File: config.mk
export PLATFORM = sky130hd
export DESIGN_NAME = piecewise_linear_interpolator
export DESIGN_NICKNAME = d
export VERILOG_FILES = /design/src/rtl/core/pli_pkg.sv /design/src/rtl/core/pli_datapath.sv /design/src/rtl/core/pli_ctrl.sv /design/src/rtl/core/piecewise_linear_interpolator.sv
export VERILOG_INCLUDE_DIRS = /design/src /design/src/rtl/core
export SDC_FILE = /design/constraint.sdc
export NUM_CORES = 2
export LEC_CHECK = 0
export BUFFER_PORTS_ARGS = -buffer_cell sky130_fd_sc_hd__buf_2
export CELL_PAD_IN_SITES_DETAIL_PLACEMENT = 2
export CELL_PAD_IN_SITES_GLOBAL_PLACEMENT = 2
export CORE_MARGIN = 4
export CORE_UTILIZATION = 30
export CTS_CLUSTER_DIAMETER = 120
export DETAILED_ROUTE_END_ITERATION = 8
export PLACE_DENSITY_LB_ADDON = 0.1
export REMOVE_ABC_BUFFERS = 1
export SKIP_CTS_REPAIR_TIMING = 1
export SYNTH_ARGS = -nofsm -noshare
export SYNTH_HDL_FRONTEND = slang
export SYNTH_SLANG_ARGS = --single-unit
File: constraint.sdc
create_clock -name clk_i -period 17 [get_ports clk_i]
set_input_delay 2.55 -clock clk_i [delete_from_list [all_inputs] [get_ports clk_i]]
set_output_delay 2.55 -clock clk_i [all_outputs]
set_load 0.02 [all_outputs]
File: src/rtl/core/piecewise_linear_interpolator_assert.svh
// Assertion macros for the piecewise linear interpolator.
// Used by the top level; no other dependencies.
`ifndef PIECEWISE_LINEAR_INTERPOLATOR_ASSERT_SVH
`define PIECEWISE_LINEAR_INTERPOLATOR_ASSERT_SVH

// implication checked on every rising clock edge outside reset
`define PLI_ASSERT_IMP(label, clk, rstn, ante, cons) \
  label: assert property (@(posedge clk) disable iff (!rstn) (ante) |-> (cons)) \
    else $error("assertion failed");

// next-cycle implication
`define PLI_ASSERT_NEXT(label, clk, rstn, ante, cons) \
  label: assert property (@(posedge clk) disable iff (!rstn) (ante) |=> (cons)) \
    else $error("assertion failed");

`endif

File: src/rtl/core/pli_pkg.sv
// Shared types and constants for the piecewise linear interpolator.
// No dependencies.
package pli_pkg;
  localparam int unsigned MaxPoints = 16;
  localparam int unsigned IdxW = $clog2(MaxPoints);
  localparam int unsigned CntW = 5;

  localparam logic       ReqLoad  = 1'b0;
  localparam logic       ReqQuery = 1'b1;
  localparam logic [1:0] StInside = 2'd0;
  localparam logic [1:0] StBelow  = 2'd1;
  localparam logic [1:0] StAbove  = 2'd2;

  typedef enum logic [3:0] {
    S_IDLE, S_RD_FIRST, S_CHK_FIRST, S_RD_LAST, S_CHK_LAST,
    S_SCAN, S_SCAN_CHK, S_RD_SEG, S_DIV, S_MUL, S_MUL_HI, S_ADD, S_OUT
  } state_e;

  // controller -> datapath
  typedef struct packed {
    logic            load_query;  // capture query x
    logic            rd_en;
    logic [IdxW-1:0] rd_addr;
    logic            seg_lo;      // latch read data as segment start
    logic            seg_hi;      // latch read data as segment end
    logic            div_start;
    logic            div_step;
    logic            mul_go;      // low half of slope times dq
    logic            mul_hi;      // high half, accumulated
    logic            add_go;
    logic            res_clamp;   // result from read y
    logic [1:0]      res_status;
    logic            res_load;
  } ctrl_t;

  // datapath -> controller
  typedef struct packed {
    logic q_le_x;    // query <= read x
    logic q_ge_x;    // query >= read x
    logic div_done;
  } stat_t;
endpackage

File: src/rtl/core/pli_datapath.sv
// Datapath: breakpoint memory, serial divider, two-pass multiplier, saturation.
// Depends on pli_pkg.
module pli_datapath (
  input  logic                      clk_i,
  input  logic                      rst_ni,
  input  logic                      wr_en_i,
  input  logic [pli_pkg::IdxW-1:0]  wr_addr_i,
  input  logic signed [31:0]        wr_x_i,
  input  logic signed [31:0]        wr_y_i,
  input  logic signed [31:0]        query_x_i,
  input  pli_pkg::ctrl_t            ctrl_i,
  output pli_pkg::stat_t            stat_o,
  output logic signed [31:0]        result_o,
  output logic [1:0]                status_o
);
  logic signed [31:0] mem_x [pli_pkg::MaxPoints];
  logic signed [31:0] mem_y [pli_pkg::MaxPoints];
  logic signed [31:0] rd_x_q, rd_y_q, qx_q;
  logic signed [31:0] x0_q, y0_q, x1_q, y1_q;
  logic [48:0] rem_q;
  logic [48:0] quo_q;
  logic [32:0] dv_q;
  logic [5:0]  cnt_q;
  logic        neg_q, zero_q;
  logic signed [48:0] slope;
  logic signed [32:0] dq;
  logic signed [24:0] mul_a;
  logic signed [57:0] pp;
  logic signed [81:0] prod_q;
  logic signed [63:0] sum_q;
  logic [49:0] trial;
  logic signed [33:0] dx, dy;
  logic [48:0] ady;
  logic [32:0] adx;
  logic signed [63:0] clamped, fl;

  always_ff @(posedge clk_i) begin
    if (wr_en_i) begin
      mem_x[wr_addr_i] <= wr_x_i;
      mem_y[wr_addr_i] <= wr_y_i;
    end
    if (ctrl_i.rd_en) begin
      rd_x_q <= mem_x[ctrl_i.rd_addr];
      rd_y_q <= mem_y[ctrl_i.rd_addr];
    end
  end

  assign stat_o.q_le_x = (qx_q <= rd_x_q);
  assign stat_o.q_ge_x = (qx_q >= rd_x_q);
  assign stat_o.div_done = (cnt_q == 6'd0);

  // divider starts while the segment start is still on the read port
  assign dx  = 34'(x1_q) - 34'(rd_x_q);
  assign dy  = 34'(y1_q) - 34'(rd_y_q);
  assign adx = dx[33] ? 33'(-dx) : dx[32:0];
  assign ady = {(dy[33] ? 33'(-dy) : dy[32:0]), 16'd0};
  assign trial = {rem_q, quo_q[48]} - {17'd0, dv_q};
  assign slope = neg_q ? -$signed(quo_q) : $signed(quo_q);
  assign dq = 33'(qx_q) - 33'(x0_q);

  // slope split at bit 24: low half unsigned, high half signed
  assign mul_a = ctrl_i.mul_hi ? $signed(slope[48:24]) : $signed({1'b0, slope[23:0]});
  assign pp    = mul_a * dq;

  // saturate products past 2^62, then floor shift
  always_comb begin
    if (prod_q > 82'sd4611686018427387904)       clamped = 64'sh4000_0000_0000_0000;
    else if (prod_q < -82'sd4611686018427387904) clamped = -64'sh4000_0000_0000_0000;
    else                                          clamped = 64'(prod_q);
    fl = clamped >>> 16;
  end

  always_ff @(posedge clk_i or negedge rst_ni) begin
    if (!rst_ni) begin
      cnt_q <= '0;
    end else if (ctrl_i.div_start) begin
      cnt_q <= 6'd49;
    end else if (ctrl_i.div_step && cnt_q != 6'd0) begin
      cnt_q <= cnt_q - 6'd1;
    end
  end

  always_ff @(posedge clk_i) begin
    if (ctrl_i.load_query) qx_q <= query_x_i;
    if (ctrl_i.seg_lo) begin
      x0_q <= rd_x_q;
      y0_q <= rd_y_q;
    end
    if (ctrl_i.seg_hi) begin
      x1_q <= rd_x_q;
      y1_q <= rd_y_q;
    end
    if (ctrl_i.div_start) begin
      rem_q  <= '0;
      quo_q  <= ady;
      dv_q   <= adx;
      neg_q  <= dx[33] ^ dy[33];
      zero_q <= (dx == 34'sd0);
    end else if (ctrl_i.div_step && cnt_q != 6'd0) begin
      if (!trial[49]) rem_q <= trial[48:0];
      else            rem_q <= {rem_q[47:0], quo_q[48]};
      quo_q <= {quo_q[47:0], ~trial[49]};
    end
    if (ctrl_i.mul_go)      prod_q <= 82'(pp);
    else if (ctrl_i.mul_hi) prod_q <= prod_q + (82'(pp) <<< 24);
    if (ctrl_i.add_go) sum_q <= 64'(y0_q) + fl;
    if (ctrl_i.res_load) begin
      status_o <= ctrl_i.res_status;
      if (ctrl_i.res_clamp) result_o <= rd_y_q;
      else if (zero_q)      result_o <= y0_q;
      else if (sum_q > 64'sd2147483647)  result_o <= 32'sh7fff_ffff;
      else if (sum_q < -64'sd2147483648) result_o <= 32'sh8000_0000;
      else result_o <= 32'(sum_q);
    end
  end
endmodule

File: src/rtl/core/pli_ctrl.sv
// Controller state machine: clamp checks, segment scan, divide sequencing.
// Depends on pli_pkg.
module pli_ctrl (
  input  logic                     clk_i,
  input  logic                     rst_ni,
  input  logic                     start_i,
  input  logic [pli_pkg::CntW-1:0] count_i,
  input  pli_pkg::stat_t           stat_i,
  input  logic                     out_free_i,
  output logic                     busy_o,
  output logic                     done_o,
  output pli_pkg::ctrl_t           ctrl_o
);
  pli_pkg::state_e state_q, state_d;
  logic [pli_pkg::IdxW-1:0] k_q, k_d, last;
  logic       clamp_q, clamp_d;
  logic [1:0] st_q, st_d;

  always_comb begin
    if (count_i < pli_pkg::CntW'(2)) last = pli_pkg::IdxW'(1);
    else if (count_i > pli_pkg::CntW'(pli_pkg::MaxPoints))
      last = pli_pkg::IdxW'(pli_pkg::MaxPoints - 1);
    else last = pli_pkg::IdxW'(count_i - pli_pkg::CntW'(1));
  end

  always_ff @(posedge clk_i or negedge rst_ni) begin
    if (!rst_ni) begin
      state_q <= pli_pkg::S_IDLE;
      k_q <= '0;
      clamp_q <= 1'b0;
      st_q <= pli_pkg::StInside;
    end else begin
      state_q <= state_d;
      k_q <= k_d;
      clamp_q <= clamp_d;
      st_q <= st_d;
    end
  end

  always_comb begin
    state_d = state_q;
    k_d = k_q;
    clamp_d = clamp_q;
    st_d = st_q;
    unique case (state_q)
      pli_pkg::S_IDLE: begin
        if (start_i) begin
          state_d = pli_pkg::S_RD_FIRST;
          clamp_d = 1'b0;
          st_d = pli_pkg::StInside;
        end
      end
      pli_pkg::S_RD_FIRST:  state_d = pli_pkg::S_CHK_FIRST;
      pli_pkg::S_CHK_FIRST: begin
        if (stat_i.q_le_x) begin
          clamp_d = 1'b1;
          st_d = pli_pkg::StBelow;
          state_d = pli_pkg::S_OUT;
        end else begin
          state_d = pli_pkg::S_RD_LAST;
        end
      end
      pli_pkg::S_RD_LAST:   state_d = pli_pkg::S_CHK_LAST;
      pli_pkg::S_CHK_LAST: begin
        k_d = pli_pkg::IdxW'(1);
        if (stat_i.q_ge_x) begin
          clamp_d = 1'b1;
          st_d = pli_pkg::StAbove;
          state_d = pli_pkg::S_OUT;
        end else begin
          state_d = pli_pkg::S_SCAN;
        end
      end
      pli_pkg::S_SCAN:      state_d = pli_pkg::S_SCAN_CHK;
      pli_pkg::S_SCAN_CHK: begin
        if (stat_i.q_le_x || k_q == last) state_d = pli_pkg::S_RD_SEG;
        else begin
          k_d = k_q + pli_pkg::IdxW'(1);
          state_d = pli_pkg::S_SCAN;
        end
      end
      pli_pkg::S_RD_SEG:    state_d = pli_pkg::S_DIV;
      pli_pkg::S_DIV:       if (stat_i.div_done) state_d = pli_pkg::S_MUL;
      pli_pkg::S_MUL:       state_d = pli_pkg::S_MUL_HI;
      pli_pkg::S_MUL_HI:    state_d = pli_pkg::S_ADD;
      pli_pkg::S_ADD:       state_d = pli_pkg::S_OUT;
      pli_pkg::S_OUT:       if (out_free_i) state_d = pli_pkg::S_IDLE;
      default:              state_d = pli_pkg::S_IDLE;
    endcase
  end

  // S_SCAN_CHK latches x[k] as segment end; S_RD_SEG latches x[k-1] as start
  always_comb begin
    ctrl_o = '0;
    busy_o = (state_q != pli_pkg::S_IDLE);
    done_o = 1'b0;
    unique case (state_q)
      pli_pkg::S_IDLE:     ctrl_o.load_query = start_i;
      pli_pkg::S_RD_FIRST: begin
        ctrl_o.rd_en = 1'b1;
        ctrl_o.rd_addr = '0;
      end
      pli_pkg::S_CHK_FIRST: begin
        // keep y[0] on the read port when clamping below
        ctrl_o.rd_en = ~stat_i.q_le_x;
        ctrl_o.rd_addr = last;
      end
      pli_pkg::S_SCAN: begin
        ctrl_o.rd_en = 1'b1;
        ctrl_o.rd_addr = k_q;
      end
      pli_pkg::S_SCAN_CHK: begin
        ctrl_o.seg_hi = 1'b1;
        ctrl_o.rd_en = 1'b1;
        ctrl_o.rd_addr = k_q - pli_pkg::IdxW'(1);
      end
      pli_pkg::S_RD_SEG: begin
        ctrl_o.seg_lo = 1'b1;
        ctrl_o.div_start = 1'b1;
      end
      pli_pkg::S_DIV: begin
        ctrl_o.div_step = 1'b1;
      end
      pli_pkg::S_MUL:    ctrl_o.mul_go = 1'b1;
      pli_pkg::S_MUL_HI: ctrl_o.mul_hi = 1'b1;
      pli_pkg::S_ADD:    ctrl_o.add_go = 1'b1;
      pli_pkg::S_OUT: begin
        ctrl_o.res_load = out_free_i;
        ctrl_o.res_clamp = clamp_q;
        ctrl_o.res_status = st_q;
        done_o = out_free_i;
      end
      default: ;
    endcase
  end
endmodule

File: src/rtl/core/piecewise_linear_interpolator.sv
// Piecewise linear interpolator over a 16-entry Q16.16 breakpoint table.
// A load word (req_type 0) writes one breakpoint and gives no result. A
// query word walks the table: two reads for the end clamps, then a read and
// a check per segment visited, then a restoring divider of 49 steps for the
// slope, a multiply in two halves and one add. Clamped queries skip the scan,
// divide, multiply and add and go straight to the output state; output stalls
// hold a query in that state. One query is in flight at a time; the result
// sits in an output register until taken.
// Depends on pli_pkg, pli_ctrl, pli_datapath and the assertion header.
`include "piecewise_linear_interpolator_assert.svh"
module piecewise_linear_interpolator (
  input  logic               clk_i,
  input  logic               rst_ni,
  input  logic               cfg_valid_i,
  output logic               cfg_ready_o,
  input  logic [4:0]         cfg_data_i,
  input  logic               in_valid_i,
  output logic               in_stall_o,
  input  logic               req_type_i,
  input  logic [3:0]         entry_index_i,
  input  logic signed [31:0] point_x_i,
  input  logic signed [31:0] point_y_i,
  input  logic signed [31:0] query_x_i,
  output logic               out_valid_o,
  input  logic               out_stall_i,
  output logic signed [31:0] result_value_o,
  output logic [1:0]         range_status_o
);
  logic [pli_pkg::CntW-1:0] count_q;
  logic busy, done, accept, out_valid_q, res_hold;
  pli_pkg::ctrl_t ctrl;
  pli_pkg::stat_t stat;

  assign cfg_ready_o = 1'b1;
  assign in_stall_o  = busy;
  assign accept      = in_valid_i && !in_stall_o;
  assign out_valid_o = out_valid_q;
  // output register may be overwritten only once the old word is gone
  assign res_hold = out_valid_q && out_stall_i;

  always_ff @(posedge clk_i or negedge rst_ni) begin
    if (!rst_ni) begin
      count_q <= pli_pkg::CntW'(2);
    end else if (cfg_valid_i && cfg_ready_o) begin
      count_q <= cfg_data_i;
    end
  end

  // every query, clamped or not, finishes through S_OUT
  pli_ctrl u_ctrl (
    .clk_i, .rst_ni,
    .start_i   (accept && req_type_i == pli_pkg::ReqQuery),
    .count_i   (count_q),
    .stat_i    (stat),
    .out_free_i(!res_hold),
    .busy_o    (busy),
    .done_o    (done),
    .ctrl_o    (ctrl)
  );

  pli_datapath u_dp (
    .clk_i, .rst_ni,
    .wr_en_i  (accept && req_type_i == pli_pkg::ReqLoad),
    .wr_addr_i(entry_index_i),
    .wr_x_i   (point_x_i),
    .wr_y_i   (point_y_i),
    .query_x_i(query_x_i),
    .ctrl_i   (ctrl),
    .stat_o   (stat),
    .result_o (result_value_o),
    .status_o (range_status_o)
  );

  always_ff @(posedge clk_i or negedge rst_ni) begin
    if (!rst_ni) begin
      out_valid_q <= 1'b0;
    end else if (done) begin
      out_valid_q <= 1'b1;
    end else if (!out_stall_i) begin
      out_valid_q <= 1'b0;
    end
  end

  `PLI_ASSERT_IMP(a_no_accept_busy, clk_i, rst_ni, busy, !accept)
  `PLI_ASSERT_NEXT(a_done_valid, clk_i, rst_ni, done, out_valid_o)
  `PLI_ASSERT_IMP(a_no_overwrite, clk_i, rst_ni, res_hold, !done)
endmodule

==> results.py <==
metrics = {
    "drt": {
        "drt_iter0_drc": 3631,
        "viasPerCell": 5.141,
        "ant_nets": 0,
        "drt_pass1_iterations": 5,
        "wl_um": 400700,
        "wl_per_cell_um": 27.52,
        "dr_total_vias": 74860,
        "remaining_drc_errors": 0,
    },
    "synthesis": {
        "syn_inst": 9801,
        "synth_area_per_cell_sq_um": 10.74,
        "synth_area_sq_um": 105200,
        "synth_seq_area_share_pct": 44.05,
        "synth_cell_type_count": 94,
        "synth_seq_cells": 1569,
        "synth_warnings": 0,
        "synthArstFlopShare_pct": 1.466,
        "synth_flop_cell": "edfxtp_1",
        "synth_edf_count": 1481,
    },
    "setup_path": {
        "cp.required_ns": 17.56,
        "reg2reg_to": "u_dp.prod_q[80]$_DFFE_PN_",
        "cp-end-kind": "flop",
        "r2r_start": "u_dp.qx_q[0]$_DFFE_PP_",
        "startpoint_type": "flop",
        "critPathKind": "reg2reg",
        "worstPathArrival_ns": 15.35,
        "cp_slowest_stage_delay_ns": 0.97,
        "r2r_slack_ns": 2.21,
        "critical_path.slowest_cell": "xor2_2",
        "critical_path.most_common_cell": "fa_1",
        "path_max_fanout": 13,
        "rr_worst_depth": 49,
    },
    "final_layout": {
        "final_common_cell": "edfxtp_1",
        "layout-drive-gt1-share_pct": 7.355,
        "nets": 11210,
        "layout_common_cells": "edfxtp_1 (1,481), nand2_1 (1,221), inv_1 (1,130)",
        "area_delta_synth_final_pct": 11.71,
    },
    "sta": {
        "rsz0062_at_grt": "false",
        "finalSetupViolCount": 0,
        "hold_viol": 0,
        "maxSlewHeadroom_pct": 9.760,
        "fmaxAchievable_ghz": 0.06762,
        "period_needed_ns": 14.79,
        "tightestPinTransition_ns": 1.347,
        "worst_slack_ns": 2.212,
        "period_share_pct": 86.99,
        "drv_slew": 0,
        "fin_worst_skew_ns": 0.08626,
    },
    "worst_hold_path": {
        "hold_class": "reg2reg",
        "min_to": "u_dp.rem_q[6]$_SDFFE_PP0P_",
        "whs_path_depth": 2,
        "worstHoldStart": "u_dp.rem_q[6]$_SDFFE_PP0P_",
    },
    "placed_design": {
        "gp_congestion": 0.8547,
        "place_ws_ns": 2.133,
        "hpwl_um": 293300,
        "numPortBuffers": 146,
    },
    "floorplan": {
        "rows": 217,
        "die_area_sq_um": 360300,
        "die_y_um": 600.2,
        "start_util_pct": 30.11,
        "die_w_um": 600.2,
        "core_area_sq_um": 349400,
        "pin_count": 148,
    },
    "global_route": {
        "grt-ovfl-total": 0,
        "grt_pass1_vias": 84380,
        "antenna_found_initial": 44,
        "grt_usage_pct": 22.07,
        "grt_pass1_wl_um": 588400,
        "grt_max_degree": 144,
    },
    "clocking": {
        "h-tree-depth": 4,
        "insertion_delay_ns": 0.88,
        "clockBufferDepth": 4,
        "cts_tree": "done",
        "clkTransAtPathRegs_ns": 0.06,
        "clock-sinks": 1569,
        "cts_buffers": 188,
        "clock-root-buffer": "clkbuf_16",
    },
    "job": {
        "cap_violations": 0,
    },
    "status": {
        "outcome": "completed",
    },
}
==> metal layers <==
metal / part of all wire (%) / GRT usage [%] / vias up
met2: 51 / 39.82 / 909
met5: 0.035 / 0 / -
met1: 44 / 28.57 / 39790
met3: 2.5 / 1.949 / 427
li1: - / - / 33710
met4: 2.5 / 5.035 / 24
==> registers in the layout (all words and copies together), names as in the netlist, 2 cells and up <==
register / count
u_ctrl.st_q: 2
u_dp.sum_q: 49
u_dp.mem_x: 512
u_ctrl.state_q: 4
u_dp.cnt_q: 6
u_dp.status_o: 2
u_dp.rd_y_q: 32
u_dp.x1_q: 32
u_dp.rd_x_q: 32
u_dp.prod_q: 82
u_dp.qx_q: 32
u_dp.result_o: 32
u_ctrl.k_q: 4
u_dp.x0_q: 32
count_q: 5
u_dp.y1_q: 32
u_dp.y0_q: 32
u_dp.dv_q: 33
u_dp.mem_y: 512
u_dp.quo_q: 49
u_dp.rem_q: 49
==> worst max-delay path by stage <==
stage	startpoint	end	slack, ns
floorplan	u_ctrl.k_q[0]$_DFFE_PN0P_	u_dp.rd_x_q[0]$_DFFE_PP_	-2.34
detailed placement	u_dp.qx_q[0]$_DFFE_PP_	u_dp.prod_q[80]$_DFFE_PN_	2.13
global route	u_dp.qx_q[0]$_DFFE_PP_	u_dp.prod_q[80]$_DFFE_PN_	1.26
global placement	u_dp.qx_q[0]$_DFFE_PP_	u_dp.prod_q[80]$_DFFE_PN_	2.20
finish	u_dp.qx_q[0]$_DFFE_PP_	u_dp.prod_q[80]$_DFFE_PN_	2.21
CTS	u_dp.qx_q[0]$_DFFE_PP_	u_dp.prod_q[80]$_DFFE_PN_	2.03
==> per-stage QoR <==
stage | cells | hold WS (ns) | setup TNS (ns) | cell area [sq um] | util (%)
after detailed placement | 14220 | 0.4757 | 0 | 111800 | 31.98
after floorplan | 9303 | 0.4427 | -150.02 | 103300 | -
after global placement | 14220 | 0.4606 | 0 | 111800 | 31.98
after global routing | 14550 | 0.5075 | 0 | 117500 | 33.63
final | 14560 | 0.4832 | 0 | 117500 | 33.64
after CTS | 14550 | 0.4892 | 0 | 117500 | 33.63
==> final cells by class <==
type                       count  area, sq um
sequential                  1569        46350
fill                       37120       231900
inverter                    1135         4264
clock buffer                 243         4975
timing repair buffer         321         2132
multi-input combinational   6599        53260
tap                         4599         5754
clock inverter                86        777.0
antenna                        9        22.52
==> critical path, delay by kind of cell (launching register included) <==
family	cells	cell delay [ns]
fa+ha+maj	11	4.83
flops	1	0.36
simple gates	7	1.51
xor+xnor	2	1.35
compound gates	23	5.89
buf+inv	6	0.58
==> cell usage after synthesis, types with 66 or more instances <==
library cell	count	area, sq um
nand2_1	1222	4587
fa_1	848	16980
o31ai_1	66	495.5
clkbuf_1	461	1730
a21o_1	159	1194
nor3_1	83	415.4
xor2_1	172	1506
a21oi_1	492	2462
nor2b_1	127	794.5
a31oi_1	164	1026
ha_1	439	5493
o21ai_0	292	1461
nor2_1	705	2646
nand2b_1	77	481.7
edfxtp_1	1481	44470
a311oi_1	134	1174
and2_1	307	1921
xnor2_1	246	2155
a211oi_1	354	2658
inv_1	1133	4253
nand3_1	108	540.5
==> logic make-up (layout without fill, tap and decap cells) <==
logic type	after synthesis	count (layout)	synth area share [%]
flip-flops	1569	1569	44.05
buffers and inverters	1633	1785	5.858
AO/OA/AOI/OAI	1951	1951	12.18
XOR/XNOR	418	418	3.480
other	1	10	0.003564
AND/OR/NAND/NOR	2872	2872	12.38
adder cells (fa/ha/maj)	1287	1287	21.36
multiplexers	70	70	0.6909
Power is left out: the tool's default activity adds up to more than one toggle a clock period on the data nets, which glitch-free logic cannot reach.
